## config.mk

```make
export PLATFORM = sky130hd
export DESIGN_NAME = packet_crc8_check_deframer
export DESIGN_NICKNAME = d
export VERILOG_FILES = /design/src/hw/rtl/pkcd_pkg.sv /design/src/hw/rtl/pkcd_core.sv /design/src/hw/rtl/pkcd_out_buf.sv /design/src/hw/rtl/packet_crc8_check_deframer.sv
export SDC_FILE = /design/constraint.sdc
export NUM_CORES = 1
export LEC_CHECK = 0
export CAP_MARGIN = 10
export CORE_AREA = 5 5 73 142
export CTS_CLUSTER_DIAMETER = 200
export DETAILED_ROUTE_END_ITERATION = 8
export DIE_AREA = 0 0 78 147
export DONT_BUFFER_PORTS = 1
export PLACE_DENSITY = 0.77
export SETUP_SLACK_MARGIN = 0.3
export SYNTH_ARGS = -nofsm -noshare
export SYNTH_HDL_FRONTEND = slang
export SYNTH_HIERARCHICAL = 1
export SYNTH_SLANG_ARGS = --single-unit
export TNS_END_PERCENT = 20
```

## constraint.sdc

```tcl
create_clock -name clk -period 4.36 [get_ports clk]
set_input_delay 1.09 -clock clk [delete_from_list [all_inputs] [get_ports clk]]
set_output_delay 1.09 -clock clk [all_outputs]
set_load 0.02 [all_outputs]
```

## src/hw/rtl/pkcd_pkg.sv

```systemverilog
`timescale 1ns / 1ps
// ----------------------------------------------------------------------------
// pkcd_pkg - shared types and functions for the packet CRC-8 check deframer
// Holds the result beat layout, the CRC-8 byte update and the default
// packet length.
// ----------------------------------------------------------------------------
package pkcd_pkg;

	localparam int unsigned PKT_BYTES_DEF = 128;

	// Reflected CRC-8 feedback: xor 0x18, shift right, set the top bit.
	localparam logic [7:0] CRC_FEEDBACK = 8'h18;
	localparam logic [7:0] CRC_TOP_BIT  = 8'h80;

	// Output beat width: 33 payload bits padded to whole bytes.
	localparam int unsigned OUT_BITS  = 33;
	localparam int unsigned OUT_BYTES = (OUT_BITS + 7) / 8;
	localparam int unsigned OUT_W     = OUT_BYTES * 8;

	typedef struct packed {
		logic [7:0] payload_size;
		logic [5:0] seq_or_ack;
		logic       is_end;
		logic       is_ack;
		logic       crc_ok;
		logic [7:0] byte_index;
		logic [7:0] pass_byte;
	} result_t;

	typedef struct packed {
		result_t res;
		logic    packet_done;
	} beat_t;

	function automatic logic [7:0] crc8_update(input logic [7:0] crc_in,
	                                           input logic [7:0] data_in);
		logic [7:0] crc;
		logic [7:0] data;
		crc  = crc_in;
		data = data_in;
		for (int i = 0; i < 8; i++) begin
			if (crc[0] ^ data[0]) begin
				crc = ((crc ^ CRC_FEEDBACK) >> 1) | CRC_TOP_BIT;
			end else begin
				crc = crc >> 1;
			end
			data = data >> 1;
		end
		return crc;
	endfunction

endpackage

```

## src/hw/rtl/pkcd_core.sv

```systemverilog
`timescale 1ns / 1ps
// ----------------------------------------------------------------------------
// pkcd_core - packet state and per-byte result logic
// Tracks the byte index, running CRC and captured header and size bytes,
// and forms the result beat for each accepted byte.
// ----------------------------------------------------------------------------
module pkcd_core #(
	parameter int unsigned PKT_BYTES = pkcd_pkg::PKT_BYTES_DEF
) (
	input  logic            clk,
	input  logic            arst_n,
	input  logic            take,
	input  logic [7:0]      rx_byte,
	output pkcd_pkg::beat_t beat
);
	import pkcd_pkg::*;

	localparam logic [7:0] LAST_INDEX = 8'((PKT_BYTES - 1) % 256);

	logic [7:0] crc_q;
	logic [7:0] count_q;
	logic [7:0] header_q;
	logic [7:0] size_q;

	logic [7:0] crc_next;
	logic       last;

	assign crc_next = crc8_update(crc_q, rx_byte);
	assign last     = (count_q == LAST_INDEX);

	always_comb begin
		beat                  = '0;
		beat.res.pass_byte    = rx_byte;
		beat.res.byte_index   = count_q;
		beat.packet_done      = last;
		if (last) begin
			beat.res.crc_ok       = (crc_next == 8'h00);
			beat.res.is_ack       = header_q[0];
			beat.res.is_end       = header_q[1];
			beat.res.seq_or_ack   = header_q[7:2];
			beat.res.payload_size = size_q;
		end
	end

	always_ff @(posedge clk or negedge arst_n) begin
		if (!arst_n) begin
			crc_q    <= '0;
			count_q  <= '0;
			header_q <= '0;
			size_q   <= '0;
		end else if (take) begin
			if (count_q == 8'd0) begin
				header_q <= rx_byte;
			end
			if (count_q == 8'd1) begin
				size_q <= rx_byte;
			end
			if (last) begin
				crc_q   <= '0;
				count_q <= '0;
			end else begin
				crc_q   <= crc_next;
				count_q <= count_q + 8'd1;
			end
		end
	end

endmodule

```

## src/hw/rtl/pkcd_out_buf.sv

```systemverilog
`timescale 1ns / 1ps
// ----------------------------------------------------------------------------
// pkcd_out_buf - output register with skid stage
// Holds result beats so the input side can pass one more beat into the skid
// register when the master side stalls.
// ----------------------------------------------------------------------------
module pkcd_out_buf (
	input  logic            clk,
	input  logic            arst_n,
	input  logic            in_valid,
	output logic            in_ready,
	input  pkcd_pkg::beat_t in_beat,
	output logic            out_valid,
	input  logic            out_ready,
	output pkcd_pkg::beat_t out_beat
);
	import pkcd_pkg::*;

	beat_t main_q;
	beat_t skid_q;
	logic  main_valid_q;
	logic  skid_valid_q;

	assign in_ready  = !skid_valid_q;
	assign out_valid = main_valid_q;
	assign out_beat  = main_q;

	always_ff @(posedge clk or negedge arst_n) begin
		if (!arst_n) begin
			main_valid_q <= 1'b0;
			skid_valid_q <= 1'b0;
		end else begin
			if (out_ready || !main_valid_q) begin
				// advance: skid first, else the incoming beat
				if (skid_valid_q) begin
					main_valid_q <= 1'b1;
					skid_valid_q <= 1'b0;
				end else begin
					main_valid_q <= in_valid;
				end
			end else if (in_valid && in_ready) begin
				skid_valid_q <= 1'b1;
			end
		end
	end

	always_ff @(posedge clk) begin
		if (out_ready || !main_valid_q) begin
			main_q <= skid_valid_q ? skid_q : in_beat;
		end else if (in_valid && in_ready) begin
			skid_q <= in_beat;
		end
	end

endmodule

```

## src/hw/rtl/packet_crc8_check_deframer.sv

```systemverilog
`timescale 1ns / 1ps
// ----------------------------------------------------------------------------
// packet_crc8_check_deframer - fixed-length packet receiver with CRC-8 check
// Passes every received byte through with its index and, on the last byte
// of each packet, reports the reflected CRC-8 check and the header fields.
// ----------------------------------------------------------------------------
// Usage:
//   Slave side (s_tvalid/s_tready/s_tdata) takes one packet byte per beat,
//   in transmission order; packets are PKT_BYTES beats long, the last beat
//   carrying the transmitted CRC. Byte 0 is the header, byte 1 the payload
//   size.
//   Master side (m_tvalid/m_tready/m_tdata/m_tlast) gives one result beat per
//   input beat. m_tlast marks the last byte of a packet; only then are
//   crc_ok and the header fields meaningful, otherwise they read zero.
//   Each accepted byte's result is registered (main or skid register) before
//   it reaches the master side. Throughput: one byte per cycle while m_tready
//   is high, set by the byte-wide CRC update before the result register.
//   Stall: when m_tready drops, one more beat is held in a skid stage, then
//   s_tready drops until the master side drains. No beat is lost.
//   Reset (arst_n low): drops any held beats, clears the running CRC, the
//   byte index and the captured header and size bytes; the next byte
//   starts a new packet.
// ----------------------------------------------------------------------------
module packet_crc8_check_deframer #(
	parameter int unsigned PKT_BYTES = pkcd_pkg::PKT_BYTES_DEF
) (
	input  logic                        clk,
	input  logic                        arst_n,
	input  logic                        s_tvalid,
	output logic                        s_tready,
	input  logic [7:0]                  s_tdata,  // [7:0] rx_byte
	output logic                        m_tvalid,
	input  logic                        m_tready,
	// [7:0] pass_byte, [15:8] byte_index, [16] crc_ok, [17] is_ack,
	// [18] is_end, [24:19] seq_or_ack, [32:25] payload_size, rest zero
	output logic [pkcd_pkg::OUT_W-1:0] m_tdata,
	output logic                        m_tlast   // packet_done
);
	import pkcd_pkg::*;

	beat_t core_beat;
	beat_t out_beat;
	logic  take;

	// accept a byte on the slave handshake; state advances in the same edge
	assign take = s_tvalid && s_tready;

	pkcd_core #(
		.PKT_BYTES(PKT_BYTES)
	) u_core (
		.clk     (clk),
		.arst_n  (arst_n),
		.take    (take),
		.rx_byte (s_tdata),
		.beat    (core_beat)
	);

	pkcd_out_buf u_out_buf (
		.clk       (clk),
		.arst_n    (arst_n),
		.in_valid  (s_tvalid),
		.in_ready  (s_tready),
		.in_beat   (core_beat),
		.out_valid (m_tvalid),
		.out_ready (m_tready),
		.out_beat  (out_beat)
	);

	// pad the packed result up to whole bytes
	assign m_tdata = OUT_W'(out_beat.res);
	assign m_tlast = out_beat.packet_done;

endmodule
```

**Yosys cells after proc, flatten, opt, wreduce, memory -nomap -nowiden**

Index checks and enable logic that the tools add are counted.

- Add/subtract/negate cells: 1
- Div/mod/pow operators: 0
- Equality and inequality tests: 2
- Mux-type cells: 15
- Reduce and logical (&&, ||, !) cells: 10
- Magnitude comparators: 0
- Shift operators: 0
- Multiply operators: 0
- Bitwise gates (word level): 17

Operator list:

| cell | number |
|---|---|
| 8-bit 2-to-1 mux | 10 |
| 34-bit 2-to-1 mux | 1 |
| 17-bit 2-to-1 mux | 1 |
| 8-bit zero test | 2 |
| 2-bit inverter | 8 |
| 8-bit by 1-bit adder with 8-bit output (second input constant) | 1 |
| 8-bit by 1-bit equality test with 1-bit output (second input constant) | 1 |
| 8-bit by 7-bit equality test with 1-bit output (second input constant) | 1 |
| 1-bit bitwise XOR | 8 |
| 2-bit AND reduction | 3 |
| 1-bit 2-to-1 mux | 3 |
| 1-bit zero test | 2 |
| 2-bit nonzero test | 1 |
| 1-bit logical AND | 1 |
| 1-bit logical OR | 1 |
| 1-bit inverter | 1 |

- Memory bits (read-only): 0
- Memories: 0
- Latch bits: 0
- Output and inout bits: 43
- Register bits after elaboration: 102
- Bits in writable memories: 0

**Longest topological paths before layout**

Gate-level depths: netlist of run 1.

- Depth in word-level cells: 19
- Depth in mapped cells: 9
- Mapped depth without buffers: 8

**By module**

Netlist of run 1, hierarchy kept.

By module, submodules not included:

| module | cells each | seq. area each (um2) | instances | area each (um2) |
|---|---|---|---|---|
| pkcd_out_buf | 114 | 2,092.0 | 1 | 2,671.3 |
| pkcd_core | 158 | 800.8 | 1 | 1,712.9 |
| packet_crc8_check_deframer | 9 | 0.0 | 1 | 62.6 |

**Least setup slack after synthesis of run 1**

Ideal clock, no wire load.

- Path type: input port to flip-flop
- Start point: in m_tready
- End point: reg u_out_buf/skid_q[0] in the netlist's numbering, enable pin
- Arrival time: 4.587 ns
- Data required time: 3.885 ns
- Setup slack: -0.702 ns
- Stages on the path: 2
- Library setup time: 0.475 ns
- Path buffers: 0
- Path through: nand2b_1 -> nor3b_1

- Word-level cells in the longest chain between the ends: 3

RTL lines:

| what | line | text |
|---|---|---|
| start, declared | packet_crc8_check_deframer.sv:33 | `input logic m_tready,` |
| 1-bit logical OR | pkcd_out_buf.sv:48 | `if (out_ready \|\| !main_valid_q) begin` |
| 1-bit inverter (no line) | -- |  |
| 2-bit AND reduction (no line) | -- |  |
| end signal, assigned | pkcd_out_buf.sv:51 | `skid_q <= in_beat;` |
| end, declared | pkcd_out_buf.sv:20 | `beat_t skid_q;` |

No other way between the ends.
A chain may end at the register's enable or synchronous reset.

==> summary.txt, run 1 <==
CTS
  • Clock-pin slew on the worst setup and hold paths: 0.07 ns
  • Worst skew pair latency: 0.34 ns
  • H-tree Lvls: 3
  • Post-CTS Resized: 0
  • Cell at the root of the clock tree: clkbuf_16
  • CTS Hold Bufs: 0
  • Clock tree buffer depth: 2
  • Cts bufs inserted: 9
  • TritonCTS Sinks: 102
  • CTS tree: yes
  • Post-CTS setup buffer count: 0

Routing
  • Vias/cell: around 5.6
  • Antenna-violating nets left: 0
  • WL final: between 7 and 8 mm
  • Vias: 2144
  • Wirelength per Cell: 19.7 um
  • DR iter-0 viols: 77
  • Residual DRC: 0
  • Initial DRT Pass Iterations: 4

STA
  • RSZ-0062 raised after global routing: false
  • Setup Skew: 0.00443 ns
  • Final critical-path required period: between 2 and 2.5 ns
  • Max frequency: a little over 0.4 GHz
  • Worst Tran Pin Value: 0.962 ns
  • Final setup viols: 0
  • Slew HR: 35.6%
  • Final Hold Fails: 0
  • Final period util: 56.2%
  • Final Slew Violations: 0
  • Setup tns final: 0 ns

Yosys
  • Library cells used by synthesis: 34
  • Sequential share of the synthesized area: ~65%
  • Post-Synthesis Cells: between 200 and 300
  • Post-synth top area cell: edfxtp_1
  • Share of the synthesized area in the top cell type: between 40% and 50%
  • Post-Syn Area per Cell: 15.8 sq um
  • Flop and latch count out of synthesis: between 100 and 150
  • Cell Area, Synth: 4450 sq um
  • Area contributors post-synth: edfxtp_1 (46%), dfrtp_1 (19%), mux2_4 (9.1%)
  • Warnings from Yosys: 6

Floorplan
  • Die X: 78 um
  • DIE AREA: 11500 sq um
  • Starting density of the core: 48.4%
  • FP Rows: 50
  • Core Box Area: between 9000 and 10000 sq um
  • IO Count: 55
  • Die Ht: 147 um

Job
  • Max-cap violations: 0

Global route
  • Largest net degree at the start of global routing: 37
  • First-pass GRT wire length: 12.4 mm
  • Grt ovf: 0
  • GRT Util Overall: 13.9%
  • Vias in the first global route: 2264
  • Initial antenna violation count: 0

Final layout
  • Synth-to-layout area growth: 8.33%
  • # fillers: ~720
  • Multi-input gate area: between 1000 and 1500 sq um
  • Share of layout cells above drive strength 1: 26.3%
  • Nets: about 290
  • Final core occ: between 50 and 60%
  • ANT cells: 0
  • Register area: 2890 sq um
  • Final standard cell area without fillers: 4820 sq um

Worst setup path
  • Critical path fanouts, max: 17
  • Req. time, crit path: approximately 4.6 ns
  • Setup crit start kind: flip-flop
  • Critical path class: flip-flop to flip-flop
  • Crit path DAT: 2.66 ns
  • Critical path endpoint category: flip-flop

Status
  • Status: finished clean

Placed design
  • Area of placed instances: 4430 sq um
  • Port-buffer cells: 0
  • Gpl congestion: 0.853
  • Placed wire-length estimate: 5.13 mm

Min path
  • Hold Path Class: input pin to async pin

Pwr
  • Pleak: a little under 2 nW
  • Pwr Density: about 650 nW/um^2
  • VDD IR max: roughly 0.48 mV
-- cells in the mapped netlist --
| cell | number |
|---|---|
| edfxtp_1 | 68 |
| dfrtp_1 | 34 |
| mux2_4 | 27 |
| mux2_2 | 23 |
| and3_1 | 17 |
| buf_4 | 16 |
| xnor2_1 | 14 |
| nand2_1 | 12 |
| inv_1 | 11 |
| nor2_1 | 8 |
| xor2_1 | 8 |
| o22ai_1 | 7 |
| clkbuf_1 | 5 |
| ha_1 | 3 |
| nand4_1 | 3 |
| buf_12 | 2 |
| nand2b_1 | 2 |
| nand3_1 | 2 |
| nor2b_1 | 2 |
| nor3_1 | 2 |
| o21ai_0 | 2 |
| a31oi_1 | 1 |
| and2_1 | 1 |
| and4b_2 | 1 |
| buf_6 | 1 |
| buf_8 | 1 |
| conb_1 | 1 |
| mux2i_1 | 1 |
| nor3b_1 | 1 |
| nor4_1 | 1 |
| o31ai_1 | 1 |
| or4_1 | 1 |
| xnor3_2 | 1 |
| xor3_1 | 1 |
-- report_power, final --
part	total, mW	leakage, nW	switching (mW)	internal (mW)
combinational	0.696	0.696	0.328	0.367
clock	0.998	0.189	0.324	0.674
sequential	1.43	1.09	0.182	1.25
-- per-stage QoR --
step / hold WS, ns / power, mW / std cells / setup slack [ns]
after detailed placement: 0.490 / 2.13 / 369 / 1.65
after global placement: 0.482 / 2.09 / 369 / 1.66
after global routing: 0.421 / 3.26 / 385 / 1.67
final: 0.437 / 3.13 / 385 / 1.91
after floorplan: 0.471 / 2.01 / 287 / 0.486
after CTS: 0.427 / 3.15 / 385 / 1.94
-- cells by family after synthesis --
group,share of synthesized area [%]
AND/OR/NAND/NOR,6.39
XOR/XNOR,5.40
flip-flops,65.1
adder cells (fa/ha/maj),0.844
other,0.0843
multiplexers,15.2
AO/OA/AOI/OAI,1.52
buffers and inverters,5.54
-- layer usage --
layer / vias up / share of wire, % / GRT usage (%)
li1: 986 / - / -
met1: 1083 / 41 / 16.8
met2: 66 / 51 / 22.4
met3: 9 / 6.5 / 4.79
met4: 0 / 1.8 / 6.09
met5: - / 0 / 0
-- worst paths after layout --
kind | startpoint | endpoint | slack, ns | cells past startpoint
hold / removal | arst_n | u_core/crc_q[0]$_DFFE_PN0P_ | 0.44 | 0
min in group clk | u_core/header_q[3]$_DFFE_PN0P_ | u_core/header_q[3]$_DFFE_PN0P_ | 0.50 | 1
setup / recovery | u_core/count_q[0]$_DFFE_PN0P_ | u_out_buf/out_beat[17]$_DFFE_PP_ | 1.91 | 8
max in group asynchronous | arst_n | u_out_buf/skid_valid_q$_DFFE_PN0P_ | 3.84 | 0
setup reg to reg | u_core/count_q[0]$_DFFE_PN0P_ | u_out_buf/out_beat[17]$_DFFE_PP_ | 1.91 | 8
hold reg to reg | u_core/header_q[3]$_DFFE_PN0P_ | u_core/header_q[3]$_DFFE_PN0P_ | 0.50 | 1
-- critical path: stages (launching register included) --
cell and delay (ns):
dfrtp_1 0.44, ha_1 0.26, nand2_1 0.07, nor2_1 0.73, nand2_1 0.23, inv_1 0.15
nand4_1 0.10, nor2b_1 0.18, mux2_4 0.17
-- flip-flops by register name, summed over array words and instances (netlist names) --
signal	count
u_core/size_q	8
u_out_buf/out_valid	1
u_out_buf/out_beat	34
u_out_buf/skid_q	34
u_core/crc_q	8
u_core/header_q	8
u_out_buf/skid_valid_q	1
u_core/count_q	8
-- final cells by class --
cell class | instances | area share [%]
clock inverters | 7 | 3.32
clock buffers | 9 | 4.68
multi-input cells | 149 | 27.9
repair buffers | 3 | 0.468
flip-flops and latches | 102 | 60.1
well taps | 104 | 2.70
inverters | 11 | 0.857
-- layout by cell type (no fill, tap or decap), drive strengths merged, types with 3 or more instances in the layout --
cell	n
nand4	3
dfrtp	34
inv	11
bufinv	5
edfxtp	68
clkbuf	9
conb	7
mux2	50
xor2	8
nor2	8
and3	17
o22ai	7
xnor2	14
ha	3
nand2	12
buf	3
Power figures use the tool's default switching activity.
==> inputs of run 2 (changes only) <==
--- a/config.mk
+++ b/config.mk
@@ -5,11 +5,12 @@
 export SDC_FILE = /design/constraint.sdc
 export NUM_CORES = 1
 export LEC_CHECK = 0
+export ABC_AREA = 1
 export CAP_MARGIN = 10
-export CORE_AREA = 5 5 73 142
+export CORE_AREA = 5 5 75 146
 export CTS_CLUSTER_DIAMETER = 200
 export DETAILED_ROUTE_END_ITERATION = 8
-export DIE_AREA = 0 0 78 147
+export DIE_AREA = 0 0 80 151
 export DONT_BUFFER_PORTS = 1
 export PLACE_DENSITY = 0.77
 export SETUP_SLACK_MARGIN = 0.3
==> constraint.sdc (replaced) <==
create_clock -name clk -period 2.05 [get_ports clk]
set_input_delay 0.5125 -clock clk [delete_from_list [all_inputs] [get_ports clk]]
set_output_delay 0.5125 -clock clk [all_outputs]
set_load 0.02 [all_outputs]
==> summary.txt, run 2 <==
Status
  • Status: finished clean

Routing
  • Antenna-violating nets left: 0 (unchanged)
  • Wirelength per Cell: 14.5 um (-26%)
  • DR iter-0 viols: 197 (+160%)
  • Vias/cell: 4.87 (-13%)
  • Residual DRC: 0 (unchanged)
  • Initial DRT Pass Iterations: 4 (unchanged)
  • Vias: 3009 (+40%)
  • WL final: 8.94 mm (+18%)

Yosys
  • Sequential share of the synthesized area: 61.4% (-3.6 points)
  • Most frequent cell after synthesis: nand2_1
  • Area contributors post-synth: edfxtp_1 (43%), dfrtp_1 (18%), nand2_1 (15%)
  • Post-Syn Area per Cell: 9.98 sq um (-37%)
  • Share of the synthesized area in the top cell type: 43.4% (-2.6 points)
  • Cell Area, Synth: 4710 sq um (+5.9%)
  • Library cells used by synthesis: 29 (-15%)
  • Post-Synthesis Cells: 472 (+68%)
  • Post-synth top area cell: edfxtp_1
  • Flop and latch count out of synthesis: 102 (unchanged)
  • Asr flop ratio synth: 33.3% (unchanged)
  • Warnings from Yosys: 6 (unchanged)
  • Post-synth top cells: nand2_1 (184), edfxtp_1 (68), inv_1 (46)
  • Ys flop type: edfxtp_1
  • Number of flops mapped to enable cells by yosys: 68 (unchanged)

Worst setup path
  • Req. time, crit path: 2.27 ns (-2.30 ns)
  • Setup crit start kind: flip-flop
  • R2r setup slk: 0.34 ns (-1.57 ns)
  • Reg2reg path depth: 6 (-2)
  • R2r endpoint: u_core/size_q[3]$_DFFE_PN0P_
  • Critical path fanouts, max: 16 (-1)
  • R2R Path Start: u_core/count_q[1]$_DFFE_PN0P_
  • Critical path endpoint category: flip-flop
  • Crit path DAT: 1.93 ns (-0.73 ns)
  • Crit path from: u_core/count_q[1]$_DFFE_PN0P_
  • Critical path class: flip-flop to flip-flop

STA
  • Setup tns final: 0 ns (unchanged)
  • RSZ-0062 raised after global routing: true
  • Final setup viols: 0 (unchanged)
  • Final Hold Fails: 0 (unchanged)
  • Max frequency: 0.585 GHz (+43%)
  • Final period util: 83.4% (+27 points)
  • Hold_ws: 0.262 ns (-0.175 ns)
  • Final critical-path required period: 1.71 ns (-0.741 ns)
  • Final Slew Violations: 0 (unchanged)
  • Setup Skew: 0.00860 ns (+0.00417 ns)

Pwr
  • Pwr Density: 1240 nW/um^2 (+91%)
  • VDD IR max: 0.646 mV (+36%)
  • Pleak: 2.37 nW (+20%)
  • Tot Pwr: 6.50 mW (+110%)

Floorplan
  • Core Box Area: 9700 sq um (+5.5%)
  • DIE AREA: 12100 sq um (+5.4%)
  • FP Rows: 51 (+2.0%)
  • Starting density of the core: 48.6% (+0.20 points)
  • IO Count: 55 (unchanged)
  • Die X: 80 um (+2.6%)
  • Die Ht: 151 um (+2.7%)

CTS
  • CTS tree: yes
  • Worst skew pair latency: 0.34 ns (about the same)
  • TritonCTS Sinks: 102 (unchanged)
  • Cts bufs inserted: 9 (unchanged)
  • Cell at the root of the clock tree: clkbuf_16
  • H-tree Lvls: 3 (unchanged)
  • Clock-pin slew on the worst setup and hold paths: 0.07 ns (about the same)
  • Clock tree buffer depth: 2 (unchanged)

Placed design
  • Port-buffer cells: 0 (unchanged)
  • Gpl congestion: 0.867 (+1.7%)
  • Placed wire-length estimate: 6.56 mm (+28%)
  • Inst Count DP: 592 (+60%)

Min path
  • Hold Path Origin: s_tdata[3]
  • Hold Path End: u_out_buf/skid_q[4]$_DFFE_PP_
  • Hold path cells: 0
  • Hold Path Class: input pin to flip-flop

Global route
  • Largest net degree at the start of global routing: 36 (-2.7%)
  • Vias in the first global route: 2975 (+31%)
  • First-pass GRT wire length: 14.4 mm (+17%)
  • Grt ovf: 0 (unchanged)
  • Initial antenna violation count: 0 (unchanged)
  • GRT Util Overall: 15.8% (+1.9 points)

Final layout
  • Synth-to-layout area growth: 11.3%
  • Non-filler instance count after layout: 618 (+61%)
  • Most common cell after layout, fill and taps aside: nand2_1
  • Share of layout cells above drive strength 1: 21.8% (-4.5 points)
  • # fillers: 860 (+19%)
  • Nets: 496 (+70%)
  • ANT cells: 0 (unchanged)
  • Most frequent cells in the layout: nand2_1 (174), edfxtp_1 (68), inv_1 (40)

Job
  • Max-cap violations: 0 (unchanged)
run 2: cell families after synthesis:
kind of cell | count (synthesis) | synth area share (%)
and+or+nand+nor | 250 | 22.5
adders and majority gates | 3 | 0.797
buffers and inverters | 78 | 9.30
DFF | 102 | 61.4
AOI/OAI and AO/OA | 29 | 4.20
xor gates and xnor gates | 9 | 1.67
other | 1 | 0.0796
run 2: per-stage QoR:
stage               setup slack, ns  utilization, %  area [sq um]
floorplan                     0.338               -          4760
CTS                           0.249            52.6          5100
detailed placement            0.179            49.0          4750
finish                        0.340            54.0          5240
global placement              0.249            49.0          4750
global route                  0.233            54.0          5240
run 2: worst max path at each step:
| stage | slack (ns) | depth (start not counted) | to |
|---|---|---|---|
| 5_1_grt | 0.23 | 6 | u_core/size_q[3]$_DFFE_PN0P_ |
| 3_3_place_gp | 0.25 | 13 | u_out_buf/out_beat[17]$_DFFE_PP_ |
| 3_5_place_dp | 0.18 | 13 | u_out_buf/out_beat[17]$_DFFE_PP_ |
| 6_report | 0.34 | 6 | u_core/size_q[3]$_DFFE_PN0P_ |
| 2_1_floorplan | 0.34 | 3 | u_out_buf/skid_q[0]$_DFFE_PP_ |
| 4_1_cts | 0.25 | 2 | s_tready |
run 2: area by class of cell:
class	instances	area (sq um)	area share (%)
flip-flops and latches	102	2900	55.3
repair buffers	19	161	3.08
well taps	132	165	3.15
clock buffers	12	267	5.09
clock inverters	4	52.6	1.00
inverters	51	205	3.92
multi-input cells	298	1490	28.4
run 2: worst max-delay path, cell delays in order (launching register included):
cell and delay [ns]:
dfrtp_2 0.42, buf_4 0.15, inv_1 0.16, ha_1 0.20
nand4_2 0.37, nand2_1 0.18, o21ai_1 0.09
run 2: timing repair:
item | CTS | global route
endpoints found under the setup margin | 5 | 16
hold buffers | 2 | 0
buffers inserted | 0 | 8
hold endpoints to repair | 34 | 0
gates resized for setup | 2 | 27
cloned | 0 | 0
pin swaps | 0 | 6
run 2: metal layers:
metal,vias up,part of all wire [%],track usage (%)
li1,1486,-,-
met1,1404,38,16.2
met2,93,52,27.5
met3,26,5.6,4.58
met4,0,4.0,10.2
met5,-,0,0
run 2: power by group:
part | switching (mW) | internal, mW
logic | 0.986 | 0.636
registers | 0.446 | 2.68
clock network | 0.708 | 1.05
==> inputs of run 3 (changes only) <==
==> constraint.sdc (replaced) <==
create_clock -name clk -period 1.42 [get_ports clk]
set_input_delay 0.355 -clock clk [delete_from_list [all_inputs] [get_ports clk]]
set_output_delay 0.355 -clock clk [all_outputs]
set_load 0.02 [all_outputs]
==> summary.txt, run 3 (synthesis gave the netlist of run 2 again) <==
Status
  • Status: finished with violations
  • Violated checks: hold timing, setup timing

Global route
  • Met1 Track Usage GR: 18.4% (+2.2 points)
  • GR Util met2: 34.1% (+6.7 points)
  • Vias in the first global route: 3506 (+18%)
  • GRT Util Overall: 18.5% (+2.7 points)
  • Largest net degree at the start of global routing: 37 (+2.8%)
  • Top Usage Layer GRT: met2
  • Met3 GRT Util: 4.40% (-0.18 points)
  • Grt ovf: 0 (unchanged)
  • First-pass GRT wire length: 16.9 mm (+17%)
  • Initial antenna violation count: 0 (unchanged)

STA
  • RSZ-0062 raised after global routing: true
  • Hold_ws: -0.301 ns (-0.563 ns)
  • Final period util: 115% (+31 points)
  • Setup Skew: 0.00513 ns (-0.00348 ns)
  • Max frequency: 0.615 GHz (+5.1%)
  • Final Hold Fails: 34 (+34)
  • Setup tns final: -6.27 ns (-6.27 ns)
  • Final setup margin: -0.207 ns (-0.547 ns)
  • Final Slew Violations: 0 (unchanged)
  • Final setup viols: 62 (+62)
  • Final critical-path required period: 1.63 ns (-0.0835 ns)

Routing
  • Vias/cell: 5.14 (+5.5%)
  • Antenna-violating nets left: 0 (unchanged)
  • Vias: 3420 (+14%)
  • Residual DRC: 0 (unchanged)
  • WL final: 11.0 mm (+24%)
  • Initial DRT Pass Iterations: 5 (+1)
  • Wirelength per Cell: 16.6 um (+15%)
  • DR iter-0 viols: 235 (+19%)

Placed design
  • Placed wire-length estimate: 6.85 mm (+4.5%)
  • Inst Count DP: 626 (+5.7%)
  • Port-buffer cells: 0 (unchanged)
  • Gpl congestion: 0.877 (+1.1%)

CTS
  • TritonCTS Sinks: 102 (unchanged)
  • Cell at the root of the clock tree: clkbuf_16
  • Worst skew pair latency: 0.35 ns (about the same)
  • Clock-pin slew on the worst setup and hold paths: 0.06 ns (about the same)
  • H-tree Lvls: 3 (unchanged)
  • CTS tree: yes
  • Cts bufs inserted: 9 (unchanged)
  • Clock tree buffer depth: 2 (unchanged)

Worst setup path
  • Crit path buf inv count: 2 (unchanged)
  • Critical path class: flip-flop to flip-flop
  • Setup crit start kind: flip-flop
  • Cell family with most CP delay: simple AND/OR/NAND/NOR gates
  • CP max stage cell: dfrtp_1
  • Crit-path cells: buf_4 -> nor4_4 -> nand4_4 -> buf_12 -> nand2_1 -> o21ai_1
  • Critical path fanouts, max: 8 (-8)
  • Req. time, crit path: 1.65 ns (-0.62 ns)
  • Critical path endpoint category: flip-flop
  • Crit path DAT: 1.86 ns (-0.07 ns)
  • Worst path max stage delay: 0.42 ns (about the same)

Pwr
  • Sw Ratio: 35.4% (+2.5 points)
  • Tot Pwr: 10.2 mW (+57%)
  • Design internal power: 6.61 mW (+51%)
  • Clk pwr share: 21.8% (-5.2 points)
  • Pwr Density: 1710 nW/um^2 (+38%)
  • P_sw: 3.61 mW (+69%)
  • Pleak: 2.69 nW (+13%)
  • VDD IR max: 0.922 mV (+43%)
  • Gate power share: 34.5% (+9.6 points)
  • Seq pwr share: 43.7% (-4.3 points)

Final layout
  • Non-filler instance count after layout: 666 (+7.8%)
  • Synth-to-layout area growth: 27.1%
  • Nets: 544 (+9.7%)
  • Most frequent cells in the layout: nand2_1 (160), edfxtp_1 (68), buf_4 (48)
  • Most common cell after layout, fill and taps aside: nand2_1
  • ANT cells: 0 (unchanged)
  • Share of layout cells above drive strength 1: 36.0% (+14 points)

Floorplan
  • Core Box Area: 9700 sq um (unchanged)
  • IO Count: 55 (unchanged)
  • DIE AREA: 12100 sq um (unchanged)
  • FP Rows: 51 (unchanged)
  • Die Ht: 151 um (unchanged)
  • Die X: 80 um (unchanged)
  • Starting density of the core: 48.6% (unchanged)

Job
  • Max-cap violations: 0 (unchanged)

Min path
  • Hold Path Class: input pin to async pin
==> run 3: changes by cell type in the layout (fill, tap and decap cells not counted), moves of 4 or more <==
cell,delta
inv_1,-4
nand2_1,-14
o21ai_0,-5
nor2_4,+14
buf_4,+32
buf_16,+4
nand2_4,+5
nor2_1,-18
o21ai_1,+4
buf_6,+6
nand2_2,+9
nor2_2,+4
==> run 3: routing by layer <==
layer,share of wire [%],wire length (um)
met4,5.0,554
met3,4.8,534
met5,0,0
met2,56,6140
met1,35,3820
==> run 3: path summary, 6_finish.rpt <==
kind                                                startpoint                              end  slack [ns]  cells past startpoint
worst max register to register   u_core/count_q[6]$_DFFE_PN0P_     u_core/size_q[3]$_DFFE_PN0P_       -0.21                      6
worst min register to register  u_core/header_q[5]$_DFFE_PN0P_   u_core/header_q[5]$_DFFE_PN0P_        0.48                      2
worst min-delay path                                    arst_n   u_core/header_q[7]$_DFFE_PN0P_       -0.30                      0
max in group asynchronous                               arst_n  u_out_buf/out_valid$_DFFE_PN0P_        1.62                      0
worst max-delay path             u_core/count_q[6]$_DFFE_PN0P_     u_core/size_q[3]$_DFFE_PN0P_       -0.21                      6
min in group clk                                    s_tdata[6]    u_out_buf/skid_q[7]$_DFFE_PP_        0.10                      0
==> run 3: layout make-up <==
cell class | count | area (sq um)
timing repair buffer | 67 | 737
fill | 723 | 3710
tap | 132 | 165
clock inverter | 6 | 36.3
multi-input combinational | 298 | 1720
clock buffer | 10 | 229
sequential | 102 | 2900
inverter | 51 | 208
==> run 3: power groups by stage <==
| stage | Combinational [mW] | Sequential, mW | Clock [mW] |
|---|---|---|---|
| after floorplan | 1.71 | 4.39 | 0 |
| after global placement | 2.53 | 4.40 | 0 |
| after detailed placement | 2.66 | 4.44 | 0 |
| after CTS | 2.92 | 4.40 | 2.25 |
| after global routing | 3.83 | 4.53 | 2.38 |
| final | 3.53 | 4.46 | 2.23 |
==> run 3: timing repair <==
item / in CTS / in global routing
endpoints found under the hold margin: 34 / 34
gates cloned: 3 / 4
gates resized for setup: 54 / 52
setup endpoints to repair: 152 / 190
buffers inserted: 6 / 11
pin swaps: 11 / 21
==> run 3: through the flow <==
stage	area, sq um	utilization [%]	setup WS [ns]
finish	5990	61.7	-0.207
global route	5990	61.7	-0.286
CTS	5630	58.0	-0.240
detailed placement	5070	52.3	-0.238
global placement	5070	52.3	-0.112
floorplan	4760	-	-0.180
